`src/hw/rtl/thtd_pkg.sv`:
```
// ============================================================================
// thtd_pkg : shared types and constants of the tap/hold detector
// request and result payloads, event codes, register indexes and the
// per-button status record passed from the front end to the back end
// ============================================================================
package thtd_pkg;

    // event codes returned in event_res
    localparam logic [2:0] EV_NONE   = 3'd0;
    localparam logic [2:0] EV_TAP_R  = 3'd1;
    localparam logic [2:0] EV_TAP_S  = 3'd2;
    localparam logic [2:0] EV_HOLD_R = 3'd3;
    localparam logic [2:0] EV_HOLD_S = 3'd4;

    // configuration register indexes
    localparam logic [1:0] CFG_DEBOUNCE = 2'd0;
    localparam logic [1:0] CFG_HOLD_R   = 2'd1;
    localparam logic [1:0] CFG_HOLD_S   = 2'd2;

    // reset values of the configuration registers
    localparam logic [7:0]  DEBOUNCE_RST = 8'd25;
    localparam logic [15:0] HOLD_RST     = 16'd600;

    typedef struct packed {
        logic        raw_pressed_r;
        logic        raw_pressed_s;
        logic [31:0] now_ms;
    } in_req_t;

    typedef struct packed {
        logic [2:0]  event_res;
        logic [15:0] hold_progress_r;
        logic [15:0] hold_progress_s;
    } out_res_t;

    // what one button did during one request
    typedef struct packed {
        logic        tap;
        logic        hold;
        logic [15:0] progress;
    } btn_status_t;

    // one classified request waiting for the event queue
    typedef struct packed {
        btn_status_t r;
        btn_status_t s;
    } cls_entry_t;

endpackage

```
`src/hw/rtl/thtd_button.sv`:
```
// ============================================================================
// thtd_button : debounce and tap/hold classification of one button
// holds the debounced level, change and press times and the hold flag,
// and reports tap, hold and hold progress for each accepted request
// ============================================================================
module thtd_button
    import thtd_pkg::*;
#(
    parameter int TIME_WIDTH = 32
) (
    input  logic                  clk,
    input  logic                  rst_n,
    input  logic                  take,
    input  logic                  raw,
    input  logic [TIME_WIDTH-1:0] now,
    input  logic [7:0]            debounce_time,
    input  logic [15:0]           hold_time,
    output btn_status_t           status
);

    logic                  pressed_reg;
    logic                  pressed_next;
    logic                  reported_reg;
    logic                  reported_next;
    logic [TIME_WIDTH-1:0] last_change_reg;
    logic [TIME_WIDTH-1:0] last_change_next;
    logic [TIME_WIDTH-1:0] press_start_reg;
    logic [TIME_WIDTH-1:0] press_start_next;

    logic                  change;
    logic                  new_press;
    logic [TIME_WIDTH-1:0] since_change;
    logic [TIME_WIDTH-1:0] since_press;
    logic                  reported_mid;
    logic                  hold_hit;

    always_comb
    begin
        since_change = now - last_change_reg;
        change       = (raw != pressed_reg) &&
                       (since_change >= TIME_WIDTH'(debounce_time));
        new_press    = change && raw;

        pressed_next     = change ? raw : pressed_reg;
        last_change_next = change ? now : last_change_reg;
        press_start_next = new_press ? now : press_start_reg;
        reported_mid     = new_press ? 1'b0 : reported_reg;

        // a fresh press starts at now, so its elapsed time is zero
        since_press = new_press ? '0 : (now - press_start_reg);
        hold_hit    = pressed_next && !reported_mid &&
                      (since_press >= TIME_WIDTH'(hold_time));
        reported_next = reported_mid || hold_hit;

        status.tap  = change && !raw && !reported_reg;
        status.hold = hold_hit;
        // without a hold the elapsed time is below the hold time already
        if (!pressed_next || reported_next)
        begin
            status.progress = '0;
        end
        else
        begin
            status.progress = since_press[15:0];
        end
    end

    always_ff @(posedge clk or negedge rst_n)
    begin
        if (!rst_n)
        begin
            pressed_reg     <= 1'b0;
            reported_reg    <= 1'b0;
            last_change_reg <= '0;
            press_start_reg <= '0;
        end
        else if (take)
        begin
            pressed_reg     <= pressed_next;
            reported_reg    <= reported_next;
            last_change_reg <= last_change_next;
            press_start_reg <= press_start_next;
        end
    end

    a_tap_hold_exclusive: assert property (@(posedge clk) disable iff (!rst_n)
        !(status.tap && status.hold))
        else $error("tap and hold in the same request");

    a_hold_only_when_pressed: assert property (@(posedge clk) disable iff (!rst_n)
        (take && status.hold) |=> (pressed_reg && reported_reg))
        else $error("hold reported without a pressed, flagged button");

endmodule

```
`src/hw/rtl/thtd_queue.sv`:
```
// ============================================================================
// thtd_queue : two-entry queue between classifier and event back end
// lets the front end keep accepting while the back end is stalled
// ============================================================================
module thtd_queue
    import thtd_pkg::*;
(
    input  logic       clk,
    input  logic       rst_n,
    input  logic       push_valid,
    output logic       push_ready,
    input  cls_entry_t push_entry,
    output logic       pop_valid,
    input  logic       pop_ready,
    output cls_entry_t pop_entry
);

    cls_entry_t slot_reg [2];
    logic       wr_ptr_reg;
    logic       wr_ptr_next;
    logic       rd_ptr_reg;
    logic       rd_ptr_next;
    logic [1:0] count_reg;
    logic [1:0] count_next;
    logic       do_push;
    logic       do_pop;

    assign push_ready = (count_reg != 2'd2);
    assign pop_valid  = (count_reg != 2'd0);
    assign pop_entry  = slot_reg[rd_ptr_reg];
    assign do_push    = push_valid && push_ready;
    assign do_pop     = pop_valid && pop_ready;

    always_comb
    begin
        wr_ptr_next = do_push ? ~wr_ptr_reg : wr_ptr_reg;
        rd_ptr_next = do_pop ? ~rd_ptr_reg : rd_ptr_reg;
        count_next  = count_reg + 2'(do_push) - 2'(do_pop);
    end

    always_ff @(posedge clk)
    begin
        if (do_push)
        begin
            slot_reg[wr_ptr_reg] <= push_entry;
        end
    end

    always_ff @(posedge clk or negedge rst_n)
    begin
        if (!rst_n)
        begin
            wr_ptr_reg <= 1'b0;
            rd_ptr_reg <= 1'b0;
            count_reg  <= 2'd0;
        end
        else
        begin
            wr_ptr_reg <= wr_ptr_next;
            rd_ptr_reg <= rd_ptr_next;
            count_reg  <= count_next;
        end
    end

    a_count_bound: assert property (@(posedge clk) disable iff (!rst_n)
        (count_reg <= 2'd2) && ((count_reg == 2'd1) == (wr_ptr_reg != rd_ptr_reg)))
        else $error("queue count disagrees with its pointers");

endmodule

```
`src/hw/rtl/thtd_back.sv`:
```
// ============================================================================
// thtd_back : event fifo and result register
// queues up to two events per request, drops them when full, dequeues the
// oldest one and registers the result
// ============================================================================
module thtd_back
    import thtd_pkg::*;
#(
    parameter int FIFO_DEPTH = 8
) (
    input  logic       clk,
    input  logic       rst_n,
    input  logic       cls_valid,
    output logic       cls_ready,
    input  cls_entry_t cls_entry,
    output logic       out_valid,
    input  logic       out_ready,
    output out_res_t   out_data
);

    // two banks so that two consecutive slots land in different banks
    localparam int CAP        = FIFO_DEPTH - 1;
    localparam int BANK_DEPTH = (FIFO_DEPTH + 1) / 2;
    localparam int PHYS       = 2 * BANK_DEPTH;
    localparam int PW         = $clog2(PHYS);
    localparam int RW         = (BANK_DEPTH > 1) ? $clog2(BANK_DEPTH) : 1;
    localparam int CW         = $clog2(FIFO_DEPTH);
    localparam logic [CW-1:0] CAP_W  = CW'(CAP);
    localparam logic [PW:0]   PHYS_W = (PW + 1)'(PHYS);

    logic [2:0]    bank0_reg [BANK_DEPTH];
    logic [2:0]    bank1_reg [BANK_DEPTH];
    logic [PW-1:0] wr_ptr_reg;
    logic [PW-1:0] wr_ptr_next;
    logic [PW-1:0] rd_ptr_reg;
    logic [PW-1:0] rd_ptr_next;
    logic [CW-1:0] count_reg;
    logic [CW-1:0] count_next;
    logic          out_valid_reg;
    out_res_t      out_data_reg;
    out_res_t      out_data_next;

    logic          take;
    logic [2:0]    ev_r;
    logic [2:0]    ev_s;
    logic          want_r;
    logic          want_s;
    logic          acc_r;
    logic          acc_s;
    logic [CW-1:0] cnt_mid;
    logic [CW-1:0] cnt_all;
    logic          wr_a;
    logic          wr_b;
    logic [2:0]    ev_a;
    logic [PW-1:0] slot_b;
    logic [PW:0]   sum_b;
    logic [PW:0]   sum_wr;
    logic [PW:0]   sum_rd;
    logic [RW-1:0] row_a;
    logic [RW-1:0] row_b;
    logic [RW-1:0] row_rd;
    logic [2:0]    head_ev;
    logic          pop;

    assign cls_ready = !out_valid_reg || out_ready;
    assign take      = cls_valid && cls_ready;
    assign out_valid = out_valid_reg;
    assign out_data  = out_data_reg;

    always_comb
    begin
        ev_r   = cls_entry.r.tap ? EV_TAP_R : (cls_entry.r.hold ? EV_HOLD_R : EV_NONE);
        ev_s   = cls_entry.s.tap ? EV_TAP_S : (cls_entry.s.hold ? EV_HOLD_S : EV_NONE);
        want_r = cls_entry.r.tap || cls_entry.r.hold;
        want_s = cls_entry.s.tap || cls_entry.s.hold;

        // first button is pushed first, each push dropped when full
        acc_r   = want_r && (count_reg < CAP_W);
        cnt_mid = count_reg + CW'(acc_r);
        acc_s   = want_s && (cnt_mid < CAP_W);
        cnt_all = cnt_mid + CW'(acc_s);

        wr_a = acc_r || acc_s;
        wr_b = acc_r && acc_s;
        ev_a = acc_r ? ev_r : ev_s;

        sum_b  = {1'b0, wr_ptr_reg} + (PW + 1)'(1);
        slot_b = (sum_b >= PHYS_W) ? PW'(sum_b - PHYS_W) : PW'(sum_b);

        row_a  = RW'(wr_ptr_reg >> 1);
        row_b  = RW'(slot_b >> 1);
        row_rd = RW'(rd_ptr_reg >> 1);

        head_ev = rd_ptr_reg[0] ? bank1_reg[row_rd] : bank0_reg[row_rd];

        // an empty fifo hands this request's first event straight through
        pop = (cnt_all != '0);
        out_data_next.event_res = (count_reg != '0) ? head_ev :
                                  (wr_a ? ev_a : EV_NONE);
        out_data_next.hold_progress_r = cls_entry.r.progress;
        out_data_next.hold_progress_s = cls_entry.s.progress;

        sum_wr = {1'b0, wr_ptr_reg} + (PW + 1)'(wr_a) + (PW + 1)'(wr_b);
        wr_ptr_next = (sum_wr >= PHYS_W) ? PW'(sum_wr - PHYS_W) : PW'(sum_wr);
        sum_rd = {1'b0, rd_ptr_reg} + (PW + 1)'(pop);
        rd_ptr_next = (sum_rd >= PHYS_W) ? PW'(sum_rd - PHYS_W) : PW'(sum_rd);
        count_next  = cnt_all - CW'(pop);
    end

    // slot a and slot b always sit in different banks
    always_ff @(posedge clk)
    begin
        if (take && wr_a)
        begin
            if (wr_ptr_reg[0])
            begin
                bank1_reg[row_a] <= ev_a;
            end
            else
            begin
                bank0_reg[row_a] <= ev_a;
            end
        end
        if (take && wr_b)
        begin
            if (slot_b[0])
            begin
                bank1_reg[row_b] <= ev_s;
            end
            else
            begin
                bank0_reg[row_b] <= ev_s;
            end
        end
        if (take)
        begin
            out_data_reg <= out_data_next;
        end
    end

    always_ff @(posedge clk or negedge rst_n)
    begin
        if (!rst_n)
        begin
            wr_ptr_reg    <= '0;
            rd_ptr_reg    <= '0;
            count_reg     <= '0;
            out_valid_reg <= 1'b0;
        end
        else
        begin
            if (take)
            begin
                wr_ptr_reg <= wr_ptr_next;
                rd_ptr_reg <= rd_ptr_next;
                count_reg  <= count_next;
            end
            if (take)
            begin
                out_valid_reg <= 1'b1;
            end
            else if (out_ready)
            begin
                out_valid_reg <= 1'b0;
            end
        end
    end

    a_count_cap: assert property (@(posedge clk) disable iff (!rst_n)
        count_reg <= CAP_W)
        else $error("event fifo holds more than its capacity");

    a_ptr_count: assert property (@(posedge clk) disable iff (!rst_n)
        ((wr_ptr_reg >= rd_ptr_reg) ?
            (PW + 1)'(wr_ptr_reg - rd_ptr_reg) :
            ((PW + 1)'(wr_ptr_reg) + PHYS_W - (PW + 1)'(rd_ptr_reg)))
        == (PW + 1)'(count_reg))
        else $error("event fifo pointers disagree with its count");

    a_empty_none: assert property (@(posedge clk) disable iff (!rst_n)
        (take && (count_reg == '0) && !want_r && !want_s)
        |=> (out_data_reg.event_res == EV_NONE))
        else $error("event returned from an empty fifo");

endmodule

```
`src/hw/rtl/two_button_tap_hold_detector_core.sv`:
```
// ============================================================================
// two_button_tap_hold_detector_core : debounced tap/hold detector, two buttons
// debounces two button levels against a millisecond time, classifies taps
// and holds, queues the events and returns one event and both buttons'
// hold progress for every poll request
// ============================================================================
//
//   channel  | direction | handshake             | payload
//   ---------+-----------+-----------------------+------------------------------
//   in       | request   | in_valid / in_ready   | in_data  (levels, now_ms)
//   out      | result    | out_valid / out_ready | out_data (event, progress x2)
//   cfg      | write     | cfg_write             | cfg_index, cfg_data
//
// one request per cycle while in_ready is high; a result is registered in turn
// (classify into the queue, then event fifo into the result register)
// the two-entry queue and the result register let the input keep flowing
// while out_ready is low until both are full, then in_ready drops
// rst_n is asynchronous: button state, queue and event fifo pointers clear,
// configuration returns to debounce 25 ms and hold 600 ms; no clearing pass
// ============================================================================
module two_button_tap_hold_detector_core
    import thtd_pkg::*;
#(
    parameter int FIFO_DEPTH = 8,
    parameter int TIME_WIDTH = 32
) (
    input  logic        clk,
    input  logic        rst_n,
    // poll requests
    input  logic        in_valid,
    output logic        in_ready,
    input  in_req_t     in_data,
    // results
    output logic        out_valid,
    input  logic        out_ready,
    output out_res_t    out_data,
    // configuration writes
    input  logic        cfg_write,
    input  logic [1:0]  cfg_index,
    input  logic [15:0] cfg_data
);

    // configuration registers
    logic [7:0]  debounce_reg;
    logic [7:0]  debounce_next;
    logic [15:0] hold_r_reg;
    logic [15:0] hold_r_next;
    logic [15:0] hold_s_reg;
    logic [15:0] hold_s_next;

    logic                  take;
    logic [TIME_WIDTH-1:0] now;
    cls_entry_t            cls_in;
    logic                  q_valid;
    logic                  q_ready;
    cls_entry_t            q_entry;

    // register decode, unknown index is ignored
    always_comb
    begin
        debounce_next = debounce_reg;
        hold_r_next   = hold_r_reg;
        hold_s_next   = hold_s_reg;
        if (cfg_write)
        begin
            case (cfg_index)
                CFG_DEBOUNCE: debounce_next = cfg_data[7:0];
                CFG_HOLD_R:   hold_r_next   = cfg_data;
                CFG_HOLD_S:   hold_s_next   = cfg_data;
                default:      ;
            endcase
        end
    end

    always_ff @(posedge clk or negedge rst_n)
    begin
        if (!rst_n)
        begin
            debounce_reg <= DEBOUNCE_RST;
            hold_r_reg   <= HOLD_RST;
            hold_s_reg   <= HOLD_RST;
        end
        else
        begin
            debounce_reg <= debounce_next;
            hold_r_reg   <= hold_r_next;
            hold_s_reg   <= hold_s_next;
        end
    end

    // front end: each accepted request updates both buttons at once,
    // first button's events ahead of the second's in the entry
    assign take = in_valid && in_ready;
    assign now  = in_data.now_ms[TIME_WIDTH-1:0];

    thtd_button #(
        .TIME_WIDTH (TIME_WIDTH)
    ) u_button_r (
        .clk           (clk),
        .rst_n         (rst_n),
        .take          (take),
        .raw           (in_data.raw_pressed_r),
        .now           (now),
        .debounce_time (debounce_reg),
        .hold_time     (hold_r_reg),
        .status        (cls_in.r)
    );

    thtd_button #(
        .TIME_WIDTH (TIME_WIDTH)
    ) u_button_s (
        .clk           (clk),
        .rst_n         (rst_n),
        .take          (take),
        .raw           (in_data.raw_pressed_s),
        .now           (now),
        .debounce_time (debounce_reg),
        .hold_time     (hold_s_reg),
        .status        (cls_in.s)
    );

    // classified requests wait here while the result side is stalled
    thtd_queue u_queue (
        .clk        (clk),
        .rst_n      (rst_n),
        .push_valid (in_valid),
        .push_ready (in_ready),
        .push_entry (cls_in),
        .pop_valid  (q_valid),
        .pop_ready  (q_ready),
        .pop_entry  (q_entry)
    );

    // back end: event fifo push/pop and the result register
    thtd_back #(
        .FIFO_DEPTH (FIFO_DEPTH)
    ) u_back (
        .clk       (clk),
        .rst_n     (rst_n),
        .cls_valid (q_valid),
        .cls_ready (q_ready),
        .cls_entry (q_entry),
        .out_valid (out_valid),
        .out_ready (out_ready),
        .out_data  (out_data)
    );

endmodule

```
`config.mk`:
```
export PLATFORM = sky130hd
export DESIGN_NAME = two_button_tap_hold_detector_core
export DESIGN_NICKNAME = d
export VERILOG_FILES = /design/src/hw/rtl/thtd_pkg.sv /design/src/hw/rtl/thtd_button.sv /design/src/hw/rtl/thtd_queue.sv /design/src/hw/rtl/thtd_back.sv /design/src/hw/rtl/two_button_tap_hold_detector_core.sv
export SDC_FILE = /design/constraint.sdc
export NUM_CORES = 1
export LEC_CHECK = 0
export BUFFER_PORTS_ARGS = -buffer_cell sky130_fd_sc_hd__clkbuf_2
export CORE_AREA = 5 5 179 216
export DETAILED_ROUTE_END_ITERATION = 6
export DIE_AREA = 0 0 184 221
export GPL_TIMING_DRIVEN = 0
export HOLD_SLACK_MARGIN = 0.05
export PLACE_DENSITY_LB_ADDON = 0.12
export SETUP_SLACK_MARGIN = 0.05
export SYNTH_ARGS = -nofsm -noshare
export SYNTH_HDL_FRONTEND = slang
export SYNTH_SLANG_ARGS = --single-unit
```
`constraint.sdc`:
```
create_clock -name clk -period 8.1 [get_ports clk]
set_input_delay 0.405 -clock clk [delete_from_list [all_inputs] [get_ports clk]]
set_output_delay 0.405 -clock clk [all_outputs]
set_load 0.01 [all_outputs]
```
==> out/metrics.yaml, run 1 <==
cp_slowest_cell: "a2111o_1"
gp_congestion: 0.965
cts_tree: "built"
r2r_start: "u_button_r.last_change_reg[1]"
grt_max_degree: 108
netlist.area_leader.share_pct: 19.5
fp-row-count: 77
critPathKind: "reg2reg"
n_antenna_cell: 0
rsz0062_at_grt: "true"
synth-compound-area-share_pct: 18.1
wl_mm: 62.9
synthAdderAreaFrac_pct: 10.7
layout_commonest_cell: "nand2_1"
syn_area_sq_mm: 0.0225
crit_path_start_kind: "register"
dp_hpwl_mm: 47.6
drt_iter0_markers: 1541
syn_to_final_growth_pct: 11.4
largest_reg_flops: 72
cp-end-kind: "register"
fin_ws_ns: 0.239
switchingPower_w: 0.00490
fill_cells: 2833
ioPinCount: 94
async_flop_share_pct: 58.7
initial_utilization_pct: 61.8
syn_avg_cell_area_sq_um: 9.43
synth.largest_area_cell: "dfrtp_1"
hold_class: "in2reg"
cp.arrival_ns: 8.19
syn_inst: 2387
syn_nets: 2633
post-place-cells: 2957
antenna_found_initial: 0
r2r_end: "u_queue.slot_reg[1][21]"
coreArea_sq_mm: 0.0364
root_buffer: "clkbuf_16"
seq_area_frac_synth_pct: 38.2
cts.sinks: 317
hold_viol_final: 0
fin_crit_sh_pct: 97.0
ys_top_cells_by_area: "dfrtp_1, edfxtp_1, ha_1"
clockBufferDepth: 3
first_global_vias: 18746
seq_power_share_pct: 24.3
dr.pass1.iters: 7
final-seq-area_sq_mm: 0.00860
finalCriticalPeriod_ns: 7.86
path_clk_slew_ns: 0.06
relSlewSlack_pct: 24.9
p_int_w: 0.00591
use_met1_pct: 38.7
worst_pin_slew_ns: 1.12
r2r_slack_ns: 0.24
power_frac_comb_pct: 61.5
switching_share_pct: 45.3
hold_depth: 2
yosys.cell_types.count: 101
vias: 19018
crit_required_ns: 8.43
io_buffers: 92
yosys-mux-area-fraction_pct: 8.19
p_leak_nw: 10.8
synth-xor-area-share_pct: 3.04
die-area_sq_mm: 0.0407
ff2ff_path_depth: 32
drive_gt1_share_pct: 16.8
worstSkewPairLatency_ns: 0.53
final_cell_mix: "nand2_1, inv_1, ha_1, dfrtp_1, o21ai_0"
cpPeakStageDelay_ns: 0.40
max-cap-violations: 0
hold_path.startpoint: "cfg_data[10]"
ant_nets: 0
grt_pass1_wl_mm: 99.0
multi_input_area_sq_mm: 0.0128
vdd_drop_max_uv: 231
htree_levels: 2
ys_ff_latch: 317
fp.dieW_microns: 184
hold_end: "hold_r_reg[10]"
drt-vias-per-instance: 6.27
gr-usage-all-layers_pct: 30.3
setup_viol: 0
p_clk_share_pct: 14.2
startpoint: "u_button_r.last_change_reg[1]"
worst-path-max-fanout: 10
instances_no_fill: 3035
yosys.area_share.simple_pct: 16.1
gr-usage-met3_pct: 3.60
skew_ns: 0.0101
gr-total-overflow: 0
max_freq_mhz: 127
avgRoutedWirePerCell_microns: 20.7
grt.busiest_layer: "met2"
synth_top_family_by_area: "compound AO/OA/AOI/OAI gates"
status: "finished, final reports clean"
pre_cts_slack_ns: -0.823
grt.met2_usage_pct: 51.6
synth_ff_type: "dfrtp_1"
powerDensity_mw_per_mm2: 432
numCtsBuffers: 35
synth-edff-count: 131
die_h_microns: 221
nets: 2781
drc: 0
drv_slew: 0
ys_warn_count: 0
[cells by family (layout without fill, tap and decap cells)]
| logic type | Yosys count | in the layout |
|---|---|---|
| xor gates and xnor gates | 78 | 78 |
| AOI/OAI and AO/OA | 624 | 624 |
| muxes | 160 | 160 |
| buffers and inverters | 311 | 485 |
| DFF | 317 | 317 |
| and+or+nand+nor | 708 | 708 |
| adders and majority gates | 189 | 189 |
[worst max path at each step]
| stage | end | slack, ns | cells past startpoint |
|---|---|---|---|
| 4_1_cts | u_queue.slot_reg[1][21] | 0.05 | 32 |
| 2_1_floorplan | u_queue.slot_reg[0][28] | 1.26 | 34 |
| 3_5_place_dp | u_queue.slot_reg[1][21] | -0.82 | 33 |
| 5_1_grt | u_queue.slot_reg[0][23] | -0.02 | 33 |
| 3_3_place_gp | u_queue.slot_reg[1][21] | -0.71 | 33 |
| 6_report | u_queue.slot_reg[1][21] | 0.24 | 32 |
[per-stage QoR]
step	utilization, %	area [sq um]	setup TNS [ns]	hold slack [ns]	total power (W)
floorplan	-	22500	0	0.109	0.00734
global placement	64.7	23600	-39.34	0.468	0.00876
detailed placement	65.0	23700	-47.14	0.473	0.00899
CTS	68.2	24900	0	0.125	0.0106
global route	68.8	25100	-0.177	0.132	0.0117
finish	68.8	25100	0	0.133	0.0108
[Yosys cell counts, drive strengths merged (46+ instances only)]
cell,instances
inv,207
mux2,133
nor2,132
nand3,52
ha,184
edfxtp,131
a21o,51
o21ai,179
dfrtp,175
clkbuf,63
xnor2,48
nand4,46
nand2,211
a21oi,151
[repair_timing]
item	in CTS	in global routing
endpoints found under the hold margin	79	0
setup buffers	3	11
resized for setup	10	31
hold buffers	1	0
setup endpoints to repair	66	64
pin swaps	4	14
[layout make-up]
cell class / instances / area share, %
clock inverters: 17 / 0.544
inverters: 208 / 3.11
plain buffers: 103 / 2.00
flip-flops and latches: 317 / 34.3
repair buffers: 111 / 2.65
well taps: 474 / 2.37
clock buffers: 46 / 3.90
multi-input cells: 1759 / 51.1
[layer usage]
layer / share of wire, % / up-vias
met3: 5.0 / 156
met5: 0 / -
met4: 5.0 / 0
met1: 41 / 9220
met2: 49 / 596
li1: - / 9046
[worst max-delay path: cells and delay by family, from the launching register on]
kind	cells	cell delay, ns
DFF	1	0.37
buffers and inverters	4	0.56
xor gates and xnor gates	1	0.18
AOI/OAI and AO/OA	12	2.88
and+or+nand+nor	12	2.82
adders and majority gates	3	0.81
[power groups by stage]
stage | logic, W | registers, W | clock network (W)
CTS | 0.00645 | 0.00263 | 0.00156
floorplan | 0.00471 | 0.00263 | 0
global placement | 0.00613 | 0.00263 | 0
detailed placement | 0.00633 | 0.00266 | 0
global route | 0.00738 | 0.00269 | 0.00163
finish | 0.00665 | 0.00263 | 0.00154
(Power assumes the default switching activity.)
==> inputs of run 2 (changes only) <==
--- a/config.mk
+++ b/config.mk
@@ -5,10 +5,11 @@
 export SDC_FILE = /design/constraint.sdc
 export NUM_CORES = 1
 export LEC_CHECK = 0
-export BUFFER_PORTS_ARGS = -buffer_cell sky130_fd_sc_hd__clkbuf_2
-export CORE_AREA = 5 5 179 216
+export ABC_CLOCK_PERIOD_IN_PS = 8100
+export CORE_AREA = 5 5 176 212
 export DETAILED_ROUTE_END_ITERATION = 6
-export DIE_AREA = 0 0 184 221
+export DIE_AREA = 0 0 181 217
+export DONT_BUFFER_PORTS = 1
 export GPL_TIMING_DRIVEN = 0
 export HOLD_SLACK_MARGIN = 0.05
 export PLACE_DENSITY_LB_ADDON = 0.12
==> out/metrics.yaml, run 2 (synthesis results as in run 1) <==
p_leak_nw: 10.7
gp_congestion: 0.971
finalCriticalPeriod_ns: 7.77
worstSkewPairLatency_ns: 0.54
vdd_drop_max_uv: 246
seq_power_share_pct: 24.7
cp-end-kind: "register"
fp-row-count: 75
crit_path_start_kind: "register"
coreArea_sq_mm: 0.0348
gr-total-overflow: 0
vias: 19536
layout_commonest_cell: "nand2_1"
htree_levels: 2
hold_viol_final: 0
antenna_found_initial: 6
avgRoutedWirePerCell_microns: 24.6
status: "finished, violations left"
relSlewSlack_pct: 22.7
max_freq_mhz: 129
io_buffers: 0
rsz0062_at_grt: "false"
switchingPower_w: 0.00503
cpPeakStageDelay_ns: 0.42
fin_util_pct: 72.0
grt_pass1_wl_mm: 111
largest_reg_flops: 72
switching_share_pct: 45.8
drc: 3
critPathKind: "reg2reg"
ant_nets: 0
root_buffer: "clkbuf_16"
cp.arrival_ns: 8.14
instances_no_fill: 2976
drive_gt1_share_pct: 13.2
holdWs_ns: 0.0662
hold_class: "in2reg"
numCtsBuffers: 36
first_global_vias: 19267
final_cell_mix: "nand2_1, inv_1, ha_1, dfrtp_1, o21ai_0"
skew_ns: 0.0194
fp.dieW_microns: 181
p_clk_share_pct: 14.9
drv_slew: 0
place_area_sq_mm: 0.0231
crit_required_ns: 8.48
power_frac_comb_pct: 60.4
max-cap-violations: 0
worst_pin_slew_ns: 1.16
post-place-cells: 2851
grt_max_degree: 187
clockBufferDepth: 3
drt_iter0_markers: 2034
nets: 2728
drt-vias-per-instance: 6.56
powerDensity_mw_per_mm2: 438
ioPinCount: 94
path_clk_slew_ns: 0.06
p_int_w: 0.00595
initial_utilization_pct: 64.6
fin_area_sq_mm: 0.0251
r2r_slack_ns: 0.33
gr-usage-all-layers_pct: 36.4
die-area_sq_mm: 0.0393
cts.sinks: 317
cp_slowest_cell: "or3_1"
dr.pass1.iters: 7
setup_viol: 0
dp_hpwl_mm: 46.6
worst-path-max-fanout: 10
violations: "DRC"
syn_to_final_growth_pct: 11.4
wl_mm: 73.2
cts_tree: "built"
die_h_microns: 217
fin_crit_sh_pct: 95.9
## run 2: cell count changes in the layout (fill, tap and decap cells not counted), sizes merged
cell / delta
bufinv: +1
buf: -10
clkinvlp: -2
diode: +5
clkbuf: -86
dlygate4sd3: +49
clkinv: -4
## run 2: power by group through the flow
stage | clock (W) | combinational (W) | sequential, W
floorplan | 0 | 0.00471 | 0.00263
global placement | 0 | 0.00592 | 0.00268
detailed placement | 0 | 0.00612 | 0.00272
CTS | 0.00165 | 0.00635 | 0.00270
global route | 0.00173 | 0.00727 | 0.00277
finish | 0.00164 | 0.00663 | 0.00271
## run 2: repair_timing
item,in CTS,in global routing
setup buffers,2,3
endpoints found under the setup margin,64,67
hold buffers,51,0
endpoints found under the hold margin,349,0
resized for setup,8,32
pin swaps,2,17
## run 2: worst max-delay path: cells and delay by family (launching register included)
| kind | cells | cell delay [ns] |
|---|---|---|
| simple gates | 13 | 2.81 |
| buf+inv | 4 | 0.68 |
| compound gates | 11 | 2.33 |
| fa+ha+maj | 4 | 1.15 |
| flops | 1 | 0.38 |
| xor+xnor | 1 | 0.26 |
## run 2: per-layer routing
layer | up-vias | track usage (%) | part of all wire [%]
li1 | 8914 | - | -
met2 | 949 | 59.9 | 46
met5 | - | 0 | 0.053
met4 | 6 | 22.3 | 7.5
met1 | 9389 | 43.9 | 38
met3 | 278 | 7.82 | 8.4
## run 2: worst paths after layout
path,from,to,depth (start not counted)
setup / recovery,u_button_r.last_change_reg[0],u_queue.slot_reg[0][27],33
hold / removal,out_ready,u_back.out_valid,2
setup reg to reg,u_button_r.last_change_reg[0],u_queue.slot_reg[0][27],33
hold reg to reg,u_queue.count_reg[0],u_back.out_valid,2
max in group asynchronous,rst_n,u_button_s.last_change_reg[22],2
min in group asynchronous,rst_n,hold_r_reg[10],2
## run 2: per-stage QoR
| step | total power [W] | setup WS, ns | setup TNS [ns] |
|---|---|---|---|
| 6_report | 0.0110 | 0.333 | 0 |
| 5_1_grt | 0.0118 | 0.0335 | 0 |
| 4_1_cts | 0.0107 | 0.0877 | 0 |
| 3_5_place_dp | 0.00884 | -0.422 | -18.74 |
| 3_3_place_gp | 0.00860 | -0.402 | -19.25 |
| 2_1_floorplan | 0.00734 | 1.26 | 0 |
## run 2: cell type report
cell class                      count  area [sq um]
Clock buffer                       53          1050
Clock inverter                     12           138
Antenna cell                        5          12.5
Inverter                          208           781
Tap cell                          462           578
Fill cell                        2575          9740
Buffer                            102           493
Multi-Input combinational cell   1759         12800
Timing Repair Buffer               58           606
Sequential cell                   317          8600
